$ cat config.mk
export PLATFORM = sky130hd
export DESIGN_NAME = pspt_thresh
export DESIGN_NICKNAME = d
export VERILOG_FILES = /design/src/hw/rtl/pspt_pkg.sv /design/src/hw/rtl/pspt_thresh.sv
export SDC_FILE = /design/constraint.sdc
export NUM_CORES = 2
export LEC_CHECK = 0
export BUFFER_PORTS_ARGS = -buffer_cell sky130_fd_sc_hd__buf_4
export CAP_MARGIN = 20
export CORE_MARGIN = 2
export CORE_UTILIZATION = 65
export CTS_CLUSTER_SIZE = 12
export DETAILED_ROUTE_END_ITERATION = 8
export GPL_TIMING_DRIVEN = 0
export MAX_ROUTING_LAYER = met4
export PLACE_DENSITY = 0.82
export SYNTH_ARGS = -nofsm -noshare
export SYNTH_HDL_FRONTEND = slang
export SYNTH_SLANG_ARGS = --single-unit
export TNS_END_PERCENT = 5
$ cat constraint.sdc
create_clock -name clk -period 13 [get_ports clk]
set_input_delay 0.65 -clock clk [delete_from_list [all_inputs] [get_ports clk]]
set_output_delay 0.65 -clock clk [all_outputs]
set_load 0.1 [all_outputs]
$ cat src/hw/rtl/pspt_pkg.sv
package pspt_pkg;

	// number of source slots in the chain
	localparam int unsigned TABLE_ENTRIES = 32;

	// item modes
	localparam logic [1:0] MODE_REPORT = 2'd0;
	localparam logic [1:0] MODE_AWAKE  = 2'd1;
	localparam logic [1:0] MODE_WINDOW = 2'd2;

	localparam logic [3:0] WARN_LIMIT_RST = 4'd3;

	// threshold scaled by 1e4: p(x) = 2950 + 29400 x - 560 x^2 + 6 x^3, x in 1..256
	localparam int unsigned POLY_W  = 28;
	localparam logic [POLY_W-1:0] POLY_C0 = 28'd2950;
	localparam logic [POLY_W-1:0] POLY_C1 = 28'd29400;
	localparam logic [POLY_W-1:0] POLY_C2 = 28'd560;
	localparam logic [POLY_W-1:0] POLY_C3 = 28'd6;

	// floor(p / 10000) as (p * RECIP) >> RECIP_SHIFT, exact for p < 2^27
	localparam int unsigned PROD_W      = 54;
	localparam int unsigned RECIP_SHIFT = 40;
	localparam logic [26:0] RECIP       = 27'd109951163;

	// integer threshold, at most 7149
	localparam int unsigned THR_W = 13;

	localparam logic [15:0] COUNT_MAX = 16'hFFFF;
	localparam logic [7:0]  TOTAL_MAX = 8'hFF;

	// token that walks the chain, one cell per cycle
	typedef struct packed {
		logic             vld;
		logic [1:0]       mode;
		logic [7:0]       id;
		logic [THR_W-1:0] thr;
		logic             done;  // report already handled by an earlier cell
		logic             pen;   // report penalised its source
		logic             ins;   // report inserted a new source
	} tok_t;

endpackage

$ cat src/hw/rtl/pspt_thresh.sv
module pspt_thresh (
	input  logic                 clk,
	input  logic                 arst_n,
	input  logic                 start,
	input  logic [1:0]           mode,
	input  logic [7:0]           source_id,
	input  logic [7:0]           report_value,
	output pspt_pkg::tok_t       tok
);

	logic        vld_s1, vld_s2, vld_s3;
	logic [1:0]  mode_s1, mode_s2, mode_s3;
	logic [7:0]  id_s1, id_s2, id_s3;
	logic [8:0]  x_s1;
	logic [16:0] sq_s1;
	logic [24:0] cube_s2;
	logic [pspt_pkg::POLY_W-1:0] lin_s2;
	logic [pspt_pkg::POLY_W-1:0] p_s3;
	logic [8:0]  x_in;
	logic [pspt_pkg::PROD_W-1:0] prod;

	assign x_in = {1'b0, report_value} + 9'd1;
	assign prod = pspt_pkg::PROD_W'(p_s3) * pspt_pkg::PROD_W'(pspt_pkg::RECIP);

	always_ff @(posedge clk or negedge arst_n) begin
		if (!arst_n) begin
			vld_s1 <= 1'b0;
			vld_s2 <= 1'b0;
			vld_s3 <= 1'b0;
			tok    <= '0;
		end else begin
			vld_s1 <= start;
			vld_s2 <= vld_s1;
			vld_s3 <= vld_s2;
			tok.vld <= vld_s3;
			tok.mode <= mode_s3;
			tok.id <= id_s3;
			tok.thr <= prod[pspt_pkg::RECIP_SHIFT +: pspt_pkg::THR_W];
			tok.done <= 1'b0;
			tok.pen <= 1'b0;
			tok.ins <= 1'b0;
		end
	end

	// payload stages
	always_ff @(posedge clk) begin
		mode_s1 <= mode;
		id_s1   <= source_id;
		x_s1    <= x_in;
		sq_s1   <= 17'(x_in) * 17'(x_in);

		mode_s2 <= mode_s1;
		id_s2   <= id_s1;
		cube_s2 <= 25'(sq_s1) * 25'(x_s1);
		// modular arithmetic, the final sum is positive
		lin_s2  <= pspt_pkg::POLY_C0
			+ pspt_pkg::POLY_W'(x_s1) * pspt_pkg::POLY_C1
			- pspt_pkg::POLY_W'(sq_s1) * pspt_pkg::POLY_C2;

		mode_s3 <= mode_s2;
		id_s3   <= id_s2;
		p_s3    <= lin_s2 + pspt_pkg::POLY_W'(cube_s2) * pspt_pkg::POLY_C3;
	end

endmodule

# Word-level counts from Yosys, hierarchy flattened
# Index checks and enable logic that the tools add are counted.
op_classes:
  n_addsub: 4
  shifts: 0
  reduce_logical: 0
  bitwise_logic: 0
  n_div: 0
  multipliers: 6
  eq_ne: 0
  muxes: 0
  n_lt_le_gt_ge: 0
ops:
  columns: ["cell", "count"]
  rows:
  - ["28-bit by 27-bit multiplier with 53-bit output (second input constant)", 1]
  - ["28-bit adder", 1]
  - ["25-bit by 27-bit subtractor with 28-bit output", 1]
  - ["25-bit by 2-bit multiplier with 27-bit output (second input constant)", 1]
  - ["12-bit by 24-bit adder with 25-bit output (first input constant)", 1]
  - ["17-bit by 9-bit multiplier with 25-bit output", 1]
  - ["17-bit by 6-bit multiplier with 23-bit output (second input constant)", 1]
  - ["9-bit by 12-bit multiplier with 21-bit output (second input constant)", 1]
  - ["9-bit by 9-bit multiplier with 17-bit output", 1]
  - ["8-bit by 1-bit adder with 9-bit output (second input constant)", 1]
totals:
  wordCells: 28
  regBits: 164
  latchBits: 0
  memories: 0
  inputBits: 21
  out_inout_bits: 27
  ram_bits: 0
  rom_bits: 0

# Logic depth before layout (Yosys ltp)
depth:
  ltp_word: 3
  ltp_mapped: 27
  mapped_depth_nobuf: 26

# Worst setup path after synthesis
# OpenSTA, ideal clock, no wires.
synth_timing:
  path_kind: "register to register"
  from: "register x_s1[1]"
  to: "register lin_s2[26] (netlist bit)"
  synth_period_minus_slack_ps: 6104
  setup_slack_ps: 6896
  setup_ps: 118
  t_required_ps: 12882
  arrival_ps: 5987
  stages_incl_launch_ff: 26
  path_buffers: 0
  path_cell_list: "dfxtp_1 inv_1 ha_1 inv_1 fa_1 ha_1 inv_1 fa_1 inv_1 ha_1 a21o_1 a21oi_1 o21bai_1 a31o_2 a21oi_1 xnor2_1 ha_1 ha_1 or3_1 or3_1 o21ai_2 a21oi_2 a41o_1 o41a_1 a221o_1 xor2_1"
synth_between:
  elab_chain_cells: 3
synth_rtl:
  columns: ["item", "line", "rtl"]
  rows:
  - ["start, declared", "pspt_thresh.sv:14", "logic [8:0] x_s1;"]
  - ["start signal, assigned", "pspt_thresh.sv:49", "x_s1 <= x_in;"]
  - ["9-bit by 12-bit multiplier with 21-bit output", "pspt_thresh.sv:57", "+ pspt_pkg::POLY_W'(x_s1) * pspt_pkg::POLY_C1"]
  - ["12-bit by 24-bit adder with 25-bit output", "pspt_thresh.sv:57", null]
  - ["25-bit by 27-bit subtractor with 28-bit output", "pspt_thresh.sv:58", "- pspt_pkg::POLY_W'(sq_s1) * pspt_pkg::POLY_C2;"]
  - ["end signal, assigned", "pspt_thresh.sv:56", "lin_s2 <= pspt_pkg::POLY_C0"]
  - ["end, declared", "pspt_thresh.sv:17", "logic [pspt_pkg::POLY_W-1:0] lin_s2;"]
# Every way passes these cells.

# Worst setup path after layout
layout_timing:
  from: "register p_s3[12] (netlist bit)"
  to: "register tok[15] (netlist bit)"
layout_between:
  elab_chain_cells: 1
layout_rtl:
  columns: ["item", "line", "rtl"]
  rows:
  - ["start, declared", "pspt_thresh.sv:18", "logic [pspt_pkg::POLY_W-1:0] p_s3;"]
  - ["start signal, assigned", "pspt_thresh.sv:62", "p_s3 <= lin_s2 + pspt_pkg::POLY_W'(cube_s2) * pspt_pkg::POLY_C3;"]
  - ["28-bit by 27-bit multiplier with 53-bit output", "pspt_thresh.sv:23", "assign prod = pspt_pkg::PROD_W'(p_s3) * pspt_pkg::PROD_W'(pspt_pkg::RECIP);"]
  - ["named net prod, one bit", "pspt_thresh.sv:20", "logic [pspt_pkg::PROD_W-1:0] prod;"]
  - ["end, declared", "pspt_thresh.sv:8", "output pspt_pkg::tok_t tok"]
# The timed path passes the listed nets, and every way through them passes these cells.

==> results.toml <==
[run_status]
status = "finished, final reports clean"

[sta]
fin_crit_sh_pct = 59.6
max_slew_margin_pct = 30.0
worstMarginPinSlew_ns = 1.04
skew_ns = 0.0128
fmax_mhz = 129
hold_violations = 0
slew_violations = 0
fin_tns_setup_ns = 0
setup_viol = 0
rsz0062_at_grt = "false"
finalWorstPathRequiredPeriod_ns = 7.75

[place]
portBuffers = 44
dp_hpwl_um = 57100
gp_congestion = 0.971
placed_area_mm2 = 0.0301

[global_route]
grt_pass1_wl_um = 110000
grt.total_usage_pct = 31.2
met2_usage_pct = 56.9
grt-busiest-layer = "met2"
grt_max_degree = 28
grt-ovfl-total = 0
grt_pass1_vias = 22400
antenna_found_initial = 0
met1_usage_pct = 35.3
grt_util_met3_pct = 3.31

[cells_and_area]
final_cell_mix = "inv_1 (860), ha_1 (525), fa_1 (503)"
fin_util_pct = 69.6
nets = 4144
antenna_cells = 0
final_area_mm2 = 0.0307
fillers = 3328
drive_gt1_share_pct = 3.19
syn2layout_area_growth_pct = 5.89
layout_commonest_cell = "inv_1"

[synth]
async_flop_share_pct = 17.2
post_synth_num_cell_types = 74
yosys_warnings = 0
seq_area_frac_synth_pct = 11.3
synth_cells = 3026
synth-edff-count = 0
synth_flop_cell = "dfxtp_1"
netlist_area_mm2 = 0.0290
ys_ff_latch = 157
synth.avg_cell_area_um2 = 9.58

[routing]
postRouteAntennaNets = 0
drc = 0
via_per_inst = 5.47
routed_wl_um = 65600
firstDrtPassIters = 5
dr_total_vias = 20200
avgRoutedWirePerCell_um = 17.7
initialDrtViolationCount = 1034

[clock_network]
root_buffer = "clkbuf_16"
htreeDepth = 4
clk_pin_slew_ns = 0.07
numClockSinks = 157
hold_buffers = 0
clockBufferDepth = 2
cts_made_buffers = 17
clk_latency_ns = 0.47
post_cts.repair.setup_buffers = 0
postCtsResizedCells = 0
tritoncts = "done"

[setup_path]
rr_worst_depth = 22
r2r_setup_slack_ns = 5.25
cp-start-kind = "flip-flop"
worst-setup-path-type = "reg -> reg"
arrival_ns = 8.14
r2r-end = "tok[15]"
worst_ep_required_time_ns = 13.39
critical_path.max_fanout = 8
endpoint_kind = "flip-flop"
r2r-start = "p_s3[12]"

[die]
rows = 77
die_h_um = 215
io_pins = 48
start_util_pct = 65.7
core-area_mm2 = 0.0441
die_w_um = 215
die-area_mm2 = 0.0463

[hold_path]
hold_class = "in -> async"

[run]
drv_cap = 0
==> registers in the layout, summed over array words and instances (netlist names), 8 cells and up <==
signal	cells
id_s3	8
cube_s2	25
tok	24
sq_s1	16
x_s1	8
id_s2	8
id_s1	8
p_s3	27
lin_s2	24
==> Yosys cell counts, drive strengths merged, types with 22 or more instances <==
library cell	count	area, µm²
a21o	40	303
nand3	30	150
nand2	156	586
a21oi	93	469
xnor2	108	946
and2	48	300
o21a	22	165
fa	503	10100
ha	525	6570
dfxtp	130	2600
inv	860	3230
xor2	41	359
nor2	115	432
o21ai	70	354
dfrtp	27	676
==> per-layer routing <==
metal / wire (µm) / share of wire [%]
met4: 2490 / 3.8
met2: 35500 / 54
met3: 2370 / 3.6
met1: 25200 / 38
met5: 0 / 0
==> worst max-delay path: stages (launching register included) <==
cell	delay, ns
dfxtp_1	0.69
ha_1	0.38
inv_1	0.20
fa_1	0.57
inv_1	0.05
fa_1	0.49
inv_1	0.05
fa_1	0.54
inv_1	0.05
fa_1	0.45
fa_1	0.49
inv_1	0.05
fa_1	0.47
inv_1	0.04
ha_1	0.27
nand2_1	0.10
nor4_1	0.70
nor2b_1	0.53
o21ai_0	0.21
o21ai_0	0.69
a21oi_1	0.27
a21oi_1	0.23
xnor2_1	0.13
==> kinds of logic (layout without fill, tap and decap cells) <==
| family | count (synthesis) | after routing | share of synthesized area (%) |
|---|---|---|---|
| AOI/OAI and AO/OA | 335 | 335 | 7.54 |
| DFF | 157 | 157 | 11.3 |
| xor gates and xnor gates | 150 | 150 | 4.58 |
| other | 2 | 8 | 0.0259 |
| and+or+nand+nor | 462 | 462 | 7.51 |
| buffers and inverters | 891 | 967 | 11.6 |
| adders and majority gates | 1028 | 1028 | 57.4 |
| muxes | 1 | 1 | 0.0389 |
==> worst max-delay path by stage <==
stage,slack [ns],to,cells after the start,start
finish,5.25,tok[15],22,p_s3[12]
detailed placement,5.43,tok[14],22,p_s3[12]
global placement,5.56,tok[14],22,p_s3[12]
CTS,5.29,tok[14],22,p_s3[12]
global route,4.84,tok[14],22,p_s3[12]
floorplan,6.90,lin_s2[26],25,x_s1[1]
==> metrics by stage <==
stage	cells	setup WS (ns)	hold WS, ns
2_1_floorplan	3032	6.90	0.310
3_3_place_gp	3668	5.56	0.310
3_5_place_dp	3668	5.43	0.312
4_1_cts	3700	5.29	0.0729
5_1_grt	3700	4.84	0.0947
6_report	3700	5.25	0.0767
==> final cells by class <==
type	instances	area (µm²)	share of cell area [%]
clock inverters	14	164	0.534
clock buffers	18	450	1.47
well taps	592	741	2.41
inverters	861	3230	10.5
multi-input cells	1984	22400	72.9
repair buffers	44	330	1.08
plain buffers	30	125	0.408
flip-flops and latches	157	3280	10.7
Power is left out: the tool's default activity adds up to more than one toggle a clock period on the data nets, which glitch-free logic cannot reach.
