[config.mk]
export PLATFORM = sky130hd
export DESIGN_NAME = pspt_cell
export DESIGN_NICKNAME = d
export VERILOG_FILES = /design/src/hw/rtl/pspt_pkg.sv /design/src/hw/rtl/pspt_cell.sv
export SDC_FILE = /design/constraint.sdc
export NUM_CORES = 1
export LEC_CHECK = 0
export ABC_AREA = 1
export BUFFER_PORTS_ARGS = -buffer_cell sky130_fd_sc_hd__buf_2
export CAP_MARGIN = 20
export CORE_MARGIN = 4
export CORE_UTILIZATION = 50
export DETAILED_ROUTE_END_ITERATION = 16
export PLACE_DENSITY = 0.83
export SYNTH_ARGS = -nofsm -noshare
export SYNTH_HDL_FRONTEND = slang
export SYNTH_SLANG_ARGS = --single-unit
[constraint.sdc]
create_clock -name clk -period 2.8 [get_ports clk]
set_input_delay 0.28 -clock clk [delete_from_list [all_inputs] [get_ports clk]]
set_output_delay 0.28 -clock clk [all_outputs]
set_load 0.02 [all_outputs]
[src/hw/rtl/pspt_pkg.sv]
package pspt_pkg;

	// number of source slots in the chain
	localparam int unsigned TABLE_ENTRIES = 32;

	// item modes
	localparam logic [1:0] MODE_REPORT = 2'd0;
	localparam logic [1:0] MODE_AWAKE  = 2'd1;
	localparam logic [1:0] MODE_WINDOW = 2'd2;

	localparam logic [3:0] WARN_LIMIT_RST = 4'd3;

	// threshold scaled by 1e4: p(x) = 2950 + 29400 x - 560 x^2 + 6 x^3, x in 1..256
	localparam int unsigned POLY_W  = 28;
	localparam logic [POLY_W-1:0] POLY_C0 = 28'd2950;
	localparam logic [POLY_W-1:0] POLY_C1 = 28'd29400;
	localparam logic [POLY_W-1:0] POLY_C2 = 28'd560;
	localparam logic [POLY_W-1:0] POLY_C3 = 28'd6;

	// floor(p / 10000) as (p * RECIP) >> RECIP_SHIFT, exact for p < 2^27
	localparam int unsigned PROD_W      = 54;
	localparam int unsigned RECIP_SHIFT = 40;
	localparam logic [26:0] RECIP       = 27'd109951163;

	// integer threshold, at most 7149
	localparam int unsigned THR_W = 13;

	localparam logic [15:0] COUNT_MAX = 16'hFFFF;
	localparam logic [7:0]  TOTAL_MAX = 8'hFF;

	// token that walks the chain, one cell per cycle
	typedef struct packed {
		logic             vld;
		logic [1:0]       mode;
		logic [7:0]       id;
		logic [THR_W-1:0] thr;
		logic             done;  // report already handled by an earlier cell
		logic             pen;   // report penalised its source
		logic             ins;   // report inserted a new source
	} tok_t;

endpackage

[src/hw/rtl/pspt_cell.sv]
module pspt_cell (
	input  logic           clk,
	input  logic           arst_n,
	input  logic [3:0]     warn_limit,
	input  pspt_pkg::tok_t tok_in,
	output pspt_pkg::tok_t tok_out
);

	logic [7:0]  id_q, id_n;
	logic [15:0] cnt_q, cnt_n, cnt_inc;
	logic [3:0]  warn_q, warn_n;
	logic        pen_q, pen_n;
	logic [4:0]  warn_inc;
	pspt_pkg::tok_t tok_n;

	assign cnt_inc  = (cnt_q == pspt_pkg::COUNT_MAX) ? cnt_q : cnt_q + 16'd1;
	assign warn_inc = {1'b0, warn_q} + 5'd1;

	always_comb begin
		tok_n  = tok_in;
		id_n   = id_q;
		cnt_n  = cnt_q;
		warn_n = warn_q;
		pen_n  = pen_q;
		if (tok_in.vld && !tok_in.done) begin
			case (tok_in.mode)
				pspt_pkg::MODE_REPORT: begin
					if (id_q == 8'd0) begin
						// empty slot comes first: insert
						id_n      = tok_in.id;
						cnt_n     = 16'd1;
						tok_n.done = 1'b1;
						tok_n.ins  = 1'b1;
					end else if (id_q == tok_in.id) begin
						tok_n.done = 1'b1;
						if (cnt_inc > 16'(tok_in.thr)) begin
							cnt_n = 16'd0;
							if (warn_inc > {1'b0, warn_limit}) begin
								warn_n    = 4'd0;
								pen_n     = 1'b1;
								tok_n.pen = 1'b1;
							end else begin
								warn_n = warn_inc[3:0];
							end
						end else begin
							cnt_n = cnt_inc;
						end
					end
				end
				pspt_pkg::MODE_AWAKE: begin
					if (id_q == tok_in.id) begin
						pen_n = 1'b0;
					end
				end
				pspt_pkg::MODE_WINDOW: begin
					cnt_n  = 16'd0;
					warn_n = 4'd0;
				end
				default: begin
				end
			endcase
		end
	end

	always_ff @(posedge clk or negedge arst_n) begin
		if (!arst_n) begin
			id_q    <= 8'd0;
			cnt_q   <= 16'd0;
			warn_q  <= 4'd0;
			pen_q   <= 1'b0;
			tok_out <= '0;
		end else begin
			id_q    <= id_n;
			cnt_q   <= cnt_n;
			warn_q  <= warn_n;
			pen_q   <= pen_n;
			tok_out <= tok_n;
		end
	end

endmodule

== Word-level counts from Yosys, hierarchy flattened ==
Cells that the tools add are included.

* Word-level logic and storage cells: 47
* Flip-flop bits (word level): 55

* Reduce and logical (&&, ||, !) cells: 8
* Eq/ne operators: 7
* Multiplexer cells: 18
* Magnitude comparators: 2
* Add/sub/neg operators: 2

{| class="wikitable"
|+ Operators with widths
! cell !! number
|-
| 2-to-1 mux 16 bit || 4
|-
| case mux 16 bit (2 select lines) || 1
|-
| adder 16 x 1 -> 16 bit, second input constant || 1
|-
| == test 16 bit, second input constant || 1
|-
| greater-than comparator 16 x 13 -> 1 bit || 1
|-
| 2-to-1 mux 4 bit || 4
|-
| == test 8 bit || 1
|-
| zero test 8 bit || 1
|-
| case mux 4 bit (2 select lines) || 1
|-
| 2-to-1 mux 3 bit || 2
|-
| inequality test 2 bit, second input constant || 3
|-
| AND reduction 3 bit || 2
|-
| adder 4 x 1 -> 5 bit, second input constant || 1
|-
| greater-than comparator 5 x 4 -> 1 bit || 1
|-
| 2-to-1 mux 1 bit || 5
|-
| AND reduction 5 bit || 1
|-
| inequality test 3 bit, second input constant || 1
|-
| == test 2 bit, second input constant || 1
|-
| zero test 2 bit || 1
|-
| 2-to-1 mux 2 bit || 1
|-
| nonzero test 2 bit || 1
|-
| logical AND 1 bit || 1
|-
| zero test 1 bit || 1
|}

== Logic depth before layout (Yosys ltp) ==
Gate-level depths: netlist (run 1).

* Depth after elaboration: 8
* Depth in mapped cells: 27

== Least setup slack after synthesis (run 1) ==
OpenSTA, ideal clock, no wires.

* Path kind: flip-flop to flip-flop
* Start: reg cnt_q[0]
* End: reg cnt_q[12]
* Buffers on the path: 1
* Arrival time: 2.790 ns
* Path slack: -0.126 ns
* Stages on the path, launching flop included: 26
* Path through: dfrtp_1 ha_1 nand3_2 nor2_2 inv_1 nor2_1 nand2_1 inv_1 nor2_1 inv_1 nor2_1 inv_1 nor2_1 xor2_1 inv_1 ha_1 nand2_1 o21ai_0 nand3_1 nand2_1 inv_1 nand2_1 nand2_2 nand4_2 buf_6 o22ai_2

* Word-level cells in the longest chain between the ends: 7
* Elaborated cells on any way between the ends: 8
* Those cells by class: add/sub: 1; order compare: 1; eq/ne: 1; mux: 5

{| class="wikitable"
|+ RTL lines
! what !! RTL line !! text
|-
| start, declared || pspt_cell.sv:10 || <nowiki>logic [15:0] cnt_q, cnt_n, cnt_inc;</nowiki>
|-
| start signal, assigned || pspt_cell.sv:74 || <nowiki>cnt_q <= cnt_n;</nowiki>
|-
| adder 16 x 1 -> 16 bit or == test 16 bit (tied branches) || pspt_cell.sv:16 || <nowiki>assign cnt_inc = (cnt_q == pspt_pkg::COUNT_MAX) ? cnt_q : cnt_q + 16'd1;</nowiki>
|-
| 2-to-1 mux 16 bit * || pspt_cell.sv:16 ||
|-
| greater-than comparator 16 x 13 -> 1 bit || pspt_cell.sv:36 || <nowiki>if (cnt_inc > 16'(tok_in.thr)) begin</nowiki>
|-
| 2-to-1 mux 16 bit * || pspt_cell.sv:36 ||
|-
| 2-to-1 mux 16 bit * || pspt_cell.sv:34 || <nowiki>end else if (id_q == tok_in.id) begin</nowiki>
|-
| 2-to-1 mux 16 bit * || pspt_cell.sv:28 || <nowiki>if (id_q == 8'd0) begin</nowiki>
|-
| case mux 16 bit (2 select lines) * || pspt_cell.sv:26 || <nowiki>case (tok_in.mode)</nowiki>
|}

Every way passes the cells marked *; elsewhere a longest branch is shown, timed or not. The select of a mux whose other input is x is not followed.
A chain may end at the register's enable or synchronous reset.

== Worst setup path in the final report (run 1) ==
* Start: reg cnt_q[0]
* End: reg warn_q[1]

* Word-level cells in the longest chain between the ends: 5
* Elaborated cells on any way between the ends: 6
* Those cells by class: add/sub: 1; order compare: 1; eq/ne: 2; mux: 1; reduce/logical: 1

{| class="wikitable"
|+ RTL lines
! what !! RTL line !! text
|-
| adder 16 x 1 -> 16 bit or == test 16 bit (tied branches) || pspt_cell.sv:16 ||
|-
| 2-to-1 mux 16 bit * || pspt_cell.sv:16 ||
|-
| greater-than comparator 16 x 13 -> 1 bit * || pspt_cell.sv:36 ||
|-
| inequality test 2 bit (no line) * || -- ||
|-
| AND reduction 5 bit (no line) * || -- ||
|-
| end signal, assigned || pspt_cell.sv:75 || <nowiki>warn_q <= warn_n;</nowiki>
|-
| end, declared || pspt_cell.sv:11 || <nowiki>logic [3:0] warn_q, warn_n;</nowiki>
|}

Every way passes the cells marked *; elsewhere a longest branch is shown, timed or not.

==> summary.md, run 1 <==
| Metric | Value |
|---|---|
| Remaining Overflow, GRT | `0` |
| Final hold violation count | `0` |
| First-pass GRT wire length | `around 13000 um` |
| First-pass iteration count of the detailed router | `5` |
| Clock Tree Buf Depth | `2` |
| Cell Area, Synth | `3060 sq um` |
| Syn Inst Count | `around 380` |
| CTS tree | `done` |
| # setup viols final | `18` |
| Critical R2R Launch | `cnt_q[0]` |
| Final period utilization | `1.14` |
| P&R area growth vs syn | `36.4%` |
| Routed wire length | `about 8400 um` |
| Layout cell share with drive strength beyond 1 | `0.356` |
| LEAKAGE | `approximately 2.3 nW` |
| Ys Warns | `0` |
| FILL cells | `roughly 420` |
| Reg2Reg Depth | `26` |
| Largest net degree at the start of global routing | `37` |
| Clk sinks | `55` |
| Final setup margin | `-379 ps` |
| Worst Tran Pin Value | `roughly 570 ps` |
| Final TNS setup | `-6040 ps` |
| Starting Density | `0.518` |
| Setup CP Type | `flop to flop` |
| H-tree lvl count | `2` |
| I/O Pins | `60` |
| Seq cells post-synth | `between 50 and 60` |
| WHS | `58.1 ps` |
| HPWL Detailed | `between 6000 and 7000 um` |
| WHS Endpoint | `tok_out[12]` |
| Post-DRT Antenna Nets | `0` |
| Worst IR Drop VDD | `around 440 uV` |
| Die Wd | `86.3 um` |
| Clock-pin slew on the worst setup and hold paths | `roughly 120 ps` |
| Core area | `between 5000 and 6000 sq um` |
| Nets@finish | `554` |
| Max Cap Viol | `0` |
| Req. time, crit path | `around 3000 ps` |
| Reg-to-reg slack, setup | `-380 ps` |
| Die height | `about 86 um` |
| Outcome | `finished, violations left` |
| Vias in the first global route | `between 3000 and 4000` |
| Slew Viols, Final | `0` |
| Max-slew headroom | `0.618` |
| Via count | `~3000` |
| Row cnt | `28` |
| Critical path launch point type | `flop` |
| Worst-path maximum fanout | `4` |
| Seq/Total Area, Yosys | `0.449` |
| RSZ-0062 raised after global routing | `true` |
| # DRC | `0` |
| HP Class | `input port to flop` |
| Worst path arrival time | `3390 ps` |
| Post-synthesis cell type count | `27` |
| Critical path endpoint category | `flop` |
| Clock latency at the later pin of the worst-skew pair | `approximately 330 ps` |
| Root buf cell | `clkbuf_8` |
| Synthesized area per cell | `7.98 sq um` |
| Max Clock Freq | `approximately 310 MHz` |
| # port buffers | `between 50 and 60` |
| Antenna diodes | `0` |
| Minimum clock period | `~3200 ps` |
| Total GRT Usage | `0.223` |
| RD Place Congestion | `0.896` |
| Initial antenna violation count | `0` |
| Pwr Density | `437 nW/um^2` |
| Post-synthesis net count | `around 440` |
| DR vias/cell | `~5.2` |
| DR iter-0 viols | `approximately 190` |
| Hold_sp | `tok_in[12]` |
| Drt wl/cell | `between 10 and 15 um` |
| Die area | `7450 sq um` |
| CTS buffer count | `5` |
| Worst reg2reg path endpoint | `warn_q[1]` |
| Hold Crit Depth | `1` |
| Clk_skew | `between 15 and 20 ps` |
| Failing checks | `setup timing` |
==> synth_stat cells (all sizes together) <==
cell    count  area share
nand2      91        0.11
inv        83        0.10
dfrtp      55        0.45
nor2       41       0.053
o21ai      24       0.045
nand3      22       0.041
ha         19       0.078
nand4      11       0.024
a21oi       8       0.013
xor2        7       0.020
nor3        6       0.011
o22ai       6       0.024
nor4        3      0.0061
o21a        2      0.0049
a211oi      1      0.0025
buf         1      0.0037
clkinv      1      0.0012
nand3b      1      0.0025
o21bai      1      0.0025
or2         1      0.0020
==> sequential cells by signal (all words and copies together), names as in the netlist <==
| register | cells |
|---|---|
| tok_out | 27 |
| cnt_q | 16 |
| id_q | 8 |
| warn_q | 4 |
==> how the worst max path moves through the flow <==
stage	to	from
floorplan	cnt_q[12]	cnt_q[1]
global placement	warn_q[1]	cnt_q[0]
detailed placement	warn_q[2]	cnt_q[0]
CTS	warn_q[0]	cnt_q[1]
global route	warn_q[0]	cnt_q[10]
finish	warn_q[1]	cnt_q[0]
==> what timing repair did <==
action / in CTS / in global routing
endpoints found under the hold margin: 19 / 0
hold buffers: 1 / 0
setup buffers: 8 / 2
pin swaps: 15 / 19
resized for setup: 16 / 35
setup endpoints to repair: 18 / 18
==> power by group <==
part	switching [mW]	internal, mW
Combinational	0.268	0.185
Clock	0.310	0.191
Sequential	0.0312	0.840
==> metal layers <==
metal | wire (um) | part of all wire | vias to the layer above | GRT usage
met1 | 3270 | 0.39 | 1427 | 0.258
li1 | - | - | 1438 | -
met2 | 4320 | 0.51 | 129 | 0.404
met5 | 0 | 0 | - | 0
met4 | 325 | 0.039 | 0 | 0.0807
met3 | 512 | 0.061 | 35 | 0.0466
==> cell type report <==
cell class,count,area (sq um),area share
multi-input combinational,244,1580,0.377
sequential,55,1380,0.329
timing repair buffer,112,716,0.171
inverter,84,315,0.0754
tap,75,93.8,0.0224
clock buffer,5,68.8,0.0165
clock inverter,3,33.8,0.00808
==> critical path, cell delays in order, from the launching register on <==
cell	delay (ps)
dfrtp_1	430
ha_4	190
nand3_4	70
nor2_4	50
inv_2	60
nor2_4	40
nand2_2	60
inv_2	50
buf_4	120
buf_4	120
buf_4	120
buf_4	120
nand2_2	70
nand2_1	80
ha_2	180
nor2_1	130
nor2_1	70
o21a_1	180
o21ai_2	130
nand4_1	120
nand2_2	120
nand2_4	50
buf_6	130
nand2_2	50
nand4_1	170
nand2_1	110
nand2_1	50
==> stage by stage <==
stage           util  instances  area, sq um  setup slack, ps  total power, mW
4_1_cts        0.678        576         4010             -463             1.80
2_1_floorplan      -        384         3070            -52.2             1.12
5_1_grt        0.706        578         4180             -569             1.93
3_3_place_gp   0.637        559         3770             -447             1.26
6_report       0.706        578         4180             -379             1.83
3_5_place_dp   0.637        559         3770             -543             1.28
==> cell families after synthesis <==
kind of cell / after synthesis / synth area share
flip-flops: 55 / 0.449
AND/OR/NAND/NOR: 176 / 0.254
adder cells (fa/ha/maj): 19 / 0.0776
buffers and inverters: 85 / 0.107
AO/OA/AOI/OAI: 42 / 0.0927
XOR/XNOR: 7 / 0.0200
==> cell usage in the layout, fill, tap and decap left out, drive strengths merged, types with 3 or more instances in the layout <==
| cell | count |
|---|---|
| ha | 19 |
| o21ai | 24 |
| nor2 | 41 |
| dfrtp | 55 |
| nor3 | 6 |
| xor2 | 7 |
| nor4 | 3 |
| nand2 | 91 |
| nand3 | 22 |
| o22ai | 6 |
| a21oi | 8 |
| inv | 85 |
| nand4 | 11 |
| clkbuf | 5 |
| buf | 111 |
Power figures use the tool's default switching activity.
==> run 2, diff against run 1 <==
==> constraint.sdc (replaced) <==
create_clock -name clk -period 2.8 [get_ports clk]
set_input_delay 0 -clock clk [delete_from_list [all_inputs] [get_ports clk]]
set_output_delay 0 -clock clk [all_outputs]
set_load 0.02 [all_outputs]
==> run 2 against run 1 <==
Against the previous run: the run still ends with setup timing left; final cell count is 5.9% higher; die area stayed put; via count is 7.0% higher; sequential share of layout area is 2.5 points lower; non-clock buffer count is 34 higher; first-iteration DRC count is 13% lower; hold slack better by 240 ps; combinational power is 9.5% higher; sequential cell count stayed put; fmax is 1.5% lower; critical path depth stayed put; critical endpoint is now cnt_q[9]; largest cell class unchanged.
==> summary.md, run 2 (synthesis gave the netlist of run 1 again) <==
| Metric | Value |
|---|---|
| Worst IR Drop VDD | `~370 uV` |
| Via count | `roughly 3200` |
| Clock-pin slew on the worst setup and hold paths | `between 100 and 150 ps` |
| Multi-input logic area | `1600 sq um` |
| Clk_skew | `about 15 ps` |
| Worst Tran Pin Value | `826 ps` |
| Initial antenna violation count | `0` |
| Worst path arrival time | `roughly 3500 ps` |
| Non-filler cells, final | `a little over 600` |
| Layout cell share with drive strength beyond 1 | `0.350` |
| Largest Register | `tok_out` |
| RD Place Congestion | `roughly 0.9` |
| HP Class | `input port to asynchronous set/reset pin` |
| Outcome | `finished, violations left` |
| Worst path depth | `26` |
| Critical path launch point type | `flop` |
| H-tree lvl count | `2` |
| Final setup margin | `-427 ps` |
| Number of flip-flops in the largest register | `27` |
| Vias in the first global route | `between 3000 and 4000` |
| CP top delay family | `simple AND/OR/NAND/NOR gates` |
| Total power | `about 1.9 mW` |
| Failing checks | `setup timing` |
| Worst path slowest cell | `dfrtp_1` |
| Clock latency at the later pin of the worst-skew pair | `between 300 and 400 ps` |
| DR vias/cell | `5.30` |
| Critical Path Start | `cnt_q[0]` |
| # setup viols final | `18` |
| CTS buffer count | `5` |
| Nets@finish | `between 500 and 600` |
| RSZ-0062 raised after global routing | `true` |
| Die area | `between 7000 and 8000 sq um` |
| FILL cells | `roughly 380` |
| Max Cap Viol | `0` |
| Critical path endpoint category | `flop` |
| Post-DRT Antenna Nets | `0` |
| Most frequent cells in the layout | `nand2_1, inv_1, buf_2, buf_4, dfrtp_1` |
| Slowest Stage Delay on Critical Path | `380 ps` |
| Clk sinks | `55` |
| Most common cell after layout, fill and taps aside | `nand2_1` |
| Setup CP Type | `flop to flop` |
| LEAKAGE | `between 2 and 2.5 nW` |
| Worst reg2reg path endpoint | `cnt_q[9]` |
| First-pass iteration count of the detailed router | `5` |
| Antenna diodes | `0` |
| Final TNS setup | `-7070 ps` |
| Max Clock Freq | `~310 MHz` |
| Largest net degree at the start of global routing | `38` |
| Max-slew headroom | `0.449` |
| Req. time, crit path | `about 3100 ps` |
| Worst-path maximum fanout | `10` |
| Minimum clock period | `3230 ps` |
| Final hold violation count | `0` |
| Final core utilization | `0.764` |
| Clock Tree Buf Depth | `2` |
| Routed wire length | `9480 um` |
| Die Wd | `86.3 um` |
| Row cnt | `28` |
| Pwr Density | `~400 nW/um^2` |
| Core area | `5920 sq um` |
| Placed Cells | `around 560` |
| P&R area growth vs syn | `47.7%` |
| Largest regs | `tok_out (27), cnt_q (16), id_q (8)` |
| Starting Density | `0.518` |
| Critical R2R Launch | `cnt_q[0]` |
| Root buf cell | `clkbuf_8` |
| Reg2Reg Depth | `26` |
| Die height | `about 86 um` |
| Post-Place Worst Slack | `-512 ps` |
| Total GRT Usage | `0.243` |
| Drt wl/cell | `roughly 15 um` |
| Remaining Overflow, GRT | `0` |
| # port buffers | `between 50 and 60` |
| Critical Path Sink | `cnt_q[9]` |
| HPWL Detailed | `about 6200 um` |
| # DRC | `0` |
| Worst path bufs/invs | `7` |
| Slew Viols, Final | `0` |
| First-pass GRT wire length | `about 14000 um` |
| Final period utilization | `1.15` |
| CTS tree | `done` |
| Reg-to-reg slack, setup | `-430 ps` |
| I/O Pins | `60` |
| Register Area | `approximately 1400 sq um` |
| DR iter-0 viols | `between 150 and 200` |
run 2: changes by cell type in the layout (fill, tap and decap cells not counted), moves of 2 or more:
cell,change
buf_4,+7
nor2_1,-2
nor2_4,+3
dlygate4sd3_1,+27
run 2: layout make-up:
class	instances	share of cell area
clock buffers	5	0.0152
clock inverters	3	0.00747
inverters	84	0.0697
multi-input cells	244	0.353
flip-flops and latches	55	0.304
well taps	75	0.0207
repair buffers	146	0.230
run 2: worst min-delay path by stage:
stage	depth (start not counted)	from	end
floorplan	0	arst_n	cnt_q[0]
global placement	1	tok_in[12]	tok_out[12]
detailed placement	1	tok_in[8]	tok_out[8]
CTS	2	arst_n	tok_out[12]
global route	2	tok_in[6]	tok_out[6]
finish	2	arst_n	tok_out[13]
run 2: stage by stage:
step / hold slack, ps / cell area (sq um)
after floorplan: -296 / 3070
after global placement: 122 / 3770
after detailed placement: 124 / 3770
after CTS: 318 / 4360
after global routing: 327 / 4520
final: 301 / 4520
run 2: layer usage:
layer  wire length [um]  GRT usage  vias up
met3                540     0.0437       46
met2               4990      0.441      152
met1               3500      0.269     1533
met4                448      0.130        0
li1                   -          -     1511
met5                  0          0        -
run 2: power by group:
group | total [mW] | switching (mW) | internal, mW
sequential | 0.870 | 0.0301 | 0.840
clock | 0.490 | 0.301 | 0.189
combinational | 0.496 | 0.276 | 0.220
run 2: timing repair:
item                                   4_1_cts  5_1_grt
hold buffers                                28        0
setup buffers                               13        4
pin swaps                                   19       25
resized for setup                           29       26
endpoints found under the hold margin       71        0
setup endpoints to repair                   18       18
==> run 3, diff against run 2 <==
--- a/config.mk
+++ b/config.mk
@@ -8,10 +8,11 @@
 export ABC_AREA = 1
 export BUFFER_PORTS_ARGS = -buffer_cell sky130_fd_sc_hd__buf_2
 export CAP_MARGIN = 20
+export CORE_ASPECT_RATIO = 0.75
 export CORE_MARGIN = 4
-export CORE_UTILIZATION = 50
+export CORE_UTILIZATION = 35
 export DETAILED_ROUTE_END_ITERATION = 16
-export PLACE_DENSITY = 0.83
+export PLACE_DENSITY = 0.64
 export SYNTH_ARGS = -nofsm -noshare
 export SYNTH_HDL_FRONTEND = slang
 export SYNTH_SLANG_ARGS = --single-unit
==> constraint.sdc (replaced) <==
create_clock -name clk -period 2.6 [get_ports clk]
set_input_delay 0 -clock clk [delete_from_list [all_inputs] [get_ports clk]]
set_output_delay 0 -clock clk [all_outputs]
set_load 0.02 [all_outputs]
==> run 3 against run 2 <==
Against the previous run: the run still ends with setup timing left; clock power is 43% higher; final cell count up 7.2%; clock skew fell by 11 ps; register-to-register slack worse by 60 ps; critical path depth decreased by 2; total power rose by 16%; utilization shrank 21 points; largest cell class unchanged.
==> summary.md, run 3 (synthesis gave the netlist of run 1 again) <==
| Metric | Value |
|---|---|
| Post-DRT Antenna Nets | `0` |
| # port buffers | `59` |
| Clk sinks | `55` |
| Remaining Overflow, GRT | `0` |
| Placed Cells | `approximately 610` |
| Worst path arrival time | `roughly 3300 ps` |
| P_int | `approximately 1.5 mW` |
| Die area | `approximately 10000 sq um` |
| Starting Density | `0.361` |
| Clock-pin slew on the worst setup and hold paths | `around 70 ps` |
| HPWL Detailed | `5920 um` |
| Final hold violation count | `0` |
| WHS | `between 150 and 200 ps` |
| Slew Viols, Final | `0` |
| Number of flip-flops in the largest register | `27` |
| Sw frac | `0.299` |
| Worst IR Drop VDD | `approximately 360 uV` |
| Max Clock Freq | `around 320 MHz` |
| Post-Place Worst Slack | `-630 ps` |
| RSZ-0062 raised after global routing | `true` |
| # setup viols final | `18` |
| Setup CP Type | `flop to flop` |
| Fin area | `~4700 sq um` |
| Total GRT Usage | `0.162` |
| Minimum clock period | `3090 ps` |
| RD Place Congestion | `approximately 0.85` |
| DR iter-0 viols | `approximately 130` |
| Comb power frac | `0.241` |
| Critical R2R Launch | `cnt_q[0]` |
| I/O Pins | `60` |
| Max Cap Viol | `0` |
| Most common cell after layout, fill and taps aside | `nand2_1` |
| Max-slew headroom | `0.507` |
| Most frequent cells in the layout | `nand2_1, inv_1, buf_4, buf_2, dfrtp_1` |
| Psw | `between 0.6 and 0.7 mW` |
| Clock Tree Buf Depth | `2` |
| Critical Path Start | `cnt_q[0]` |
| Die height | `roughly 89 um` |
| Die Wd | `around 120 um` |
| First-pass GRT wire length | `about 13000 um` |
| Largest regs | `tok_out (27), cnt_q (16), id_q (8)` |
| Pwr Density | `around 460 nW/um^2` |
| Largest net degree at the start of global routing | `34` |
| P&R area growth vs syn | `52.6%` |
| H-tree lvl count | `2` |
| HP Class | `input port to flop` |
| Non-filler cells, final | `656` |
| Layout cell share with drive strength beyond 1 | `0.367` |
| Final period utilization | `1.19` |
| Row cnt | `29` |
| Via count | `about 3000` |
| Req. time, crit path | `approximately 2900 ps` |
| Failing checks | `setup timing` |
| First-pass iteration count of the detailed router | `5` |
| Antenna diodes | `0` |
| Drt wl/cell | `12.3 um` |
| Nets@finish | `599` |
| Routed wire length | `around 8100 um` |
| Critical path endpoint category | `flop` |
| Vias in the first global route | `just under 3000` |
| DR vias/cell | `approximately 4.6` |
| Final setup margin | `-490 ps` |
| Largest Register | `tok_out` |
| LEAKAGE | `roughly 2.5 nW` |
| Root buf cell | `clkbuf_16` |
| Post-DP Area | `between 3000 and 4000 sq um` |
| Worst Tran Pin Value | `~740 ps` |
| Critical path launch point type | `flop` |
| Outcome | `finished, violations left` |
| # DRC | `0` |
| Initial antenna violation count | `0` |
| Final core utilization | `0.551` |
| Sequential share of power | `0.435` |
| Worst-path maximum fanout | `3` |
| Core area | `between 8000 and 9000 sq um` |
| Clock share of power | `0.325` |
| CTS buffer count | `5` |
| Clk_skew | `roughly 3.6 ps` |
| Clock latency at the later pin of the worst-skew pair | `about 300 ps` |
| Hold_sp | `tok_in[24]` |
| CTS tree | `done` |
==> run 3: layer usage <==
| metal | up-vias | share of wire | global-route usage |
|---|---|---|---|
| met3 | 9 | 0.041 | 0.0345 |
| met5 | - | 0 | 0 |
| li1 | 1527 | - | - |
| met4 | 0 | 0.0089 | 0.0316 |
| met2 | 59 | 0.47 | 0.268 |
| met1 | 1402 | 0.48 | 0.222 |
==> run 3: critical path, stage by stage, from the launching register on <==
cell and delay (ps):
dfrtp_1 360, ha_2 190, nand3_2 70, nor2_2 130, inv_1 50, nor2_2 130, nand2_2 70, inv_2 80
nor2_4 40, inv_2 80, nor2_4 40, nand2_1 110, xor2_2 160, inv_1 60, ha_1 300, nand2_1 120
nor2_2 160, nand4_1 180, nand2_4 120, nand2_4 50, buf_6 120, buf_4 120, nor3_2 110, nand3_1 100
nand2_1 70
==> run 3: repair_timing <==
action                     CTS  global route
buffers inserted             4             5
hold endpoints to repair    65             0
resized for setup           14            41
pin swaps                   16            23
hold buffers                28             0
setup endpoints to repair   18            18
==> run 3: layout make-up <==
class,instances,area [sq um]
multi-input combinational,244,1590
clock inverter,3,22.5
sequential,55,1380
clock buffer,5,125
fill,767,3810
timing repair buffer,157,1120
tap,108,135
inverter,84,315
==> run 3: final timing paths <==
path	to	slack, ps	depth (start not counted)
min in group asynchronous	tok_out[7]	300	2
hold reg to reg	id_q[3]	520	2
max in group asynchronous	warn_q[1]	1510	3
setup / recovery	tok_out[1]	-490	24
setup reg to reg	tok_out[1]	-490	24
hold / removal	warn_q[1]	170	5
==> run 3: metrics by stage <==
step	total power [mW]	setup TNS, ps
floorplan	1.21	-3880
global placement	1.38	-9090
detailed placement	1.40	-10300
CTS	2.13	-8230
global route	2.27	-12520
finish	2.15	-8190
==> run 3: power by group through the flow <==
| stage | sequential [mW] | combinational, mW | clock [mW] |
|---|---|---|---|
| floorplan | 0.982 | 0.224 | 0 |
| global placement | 0.952 | 0.430 | 0 |
| detailed placement | 0.953 | 0.446 | 0 |
| CTS | 0.937 | 0.482 | 0.714 |
| global route | 0.943 | 0.588 | 0.744 |
| finish | 0.936 | 0.518 | 0.699 |
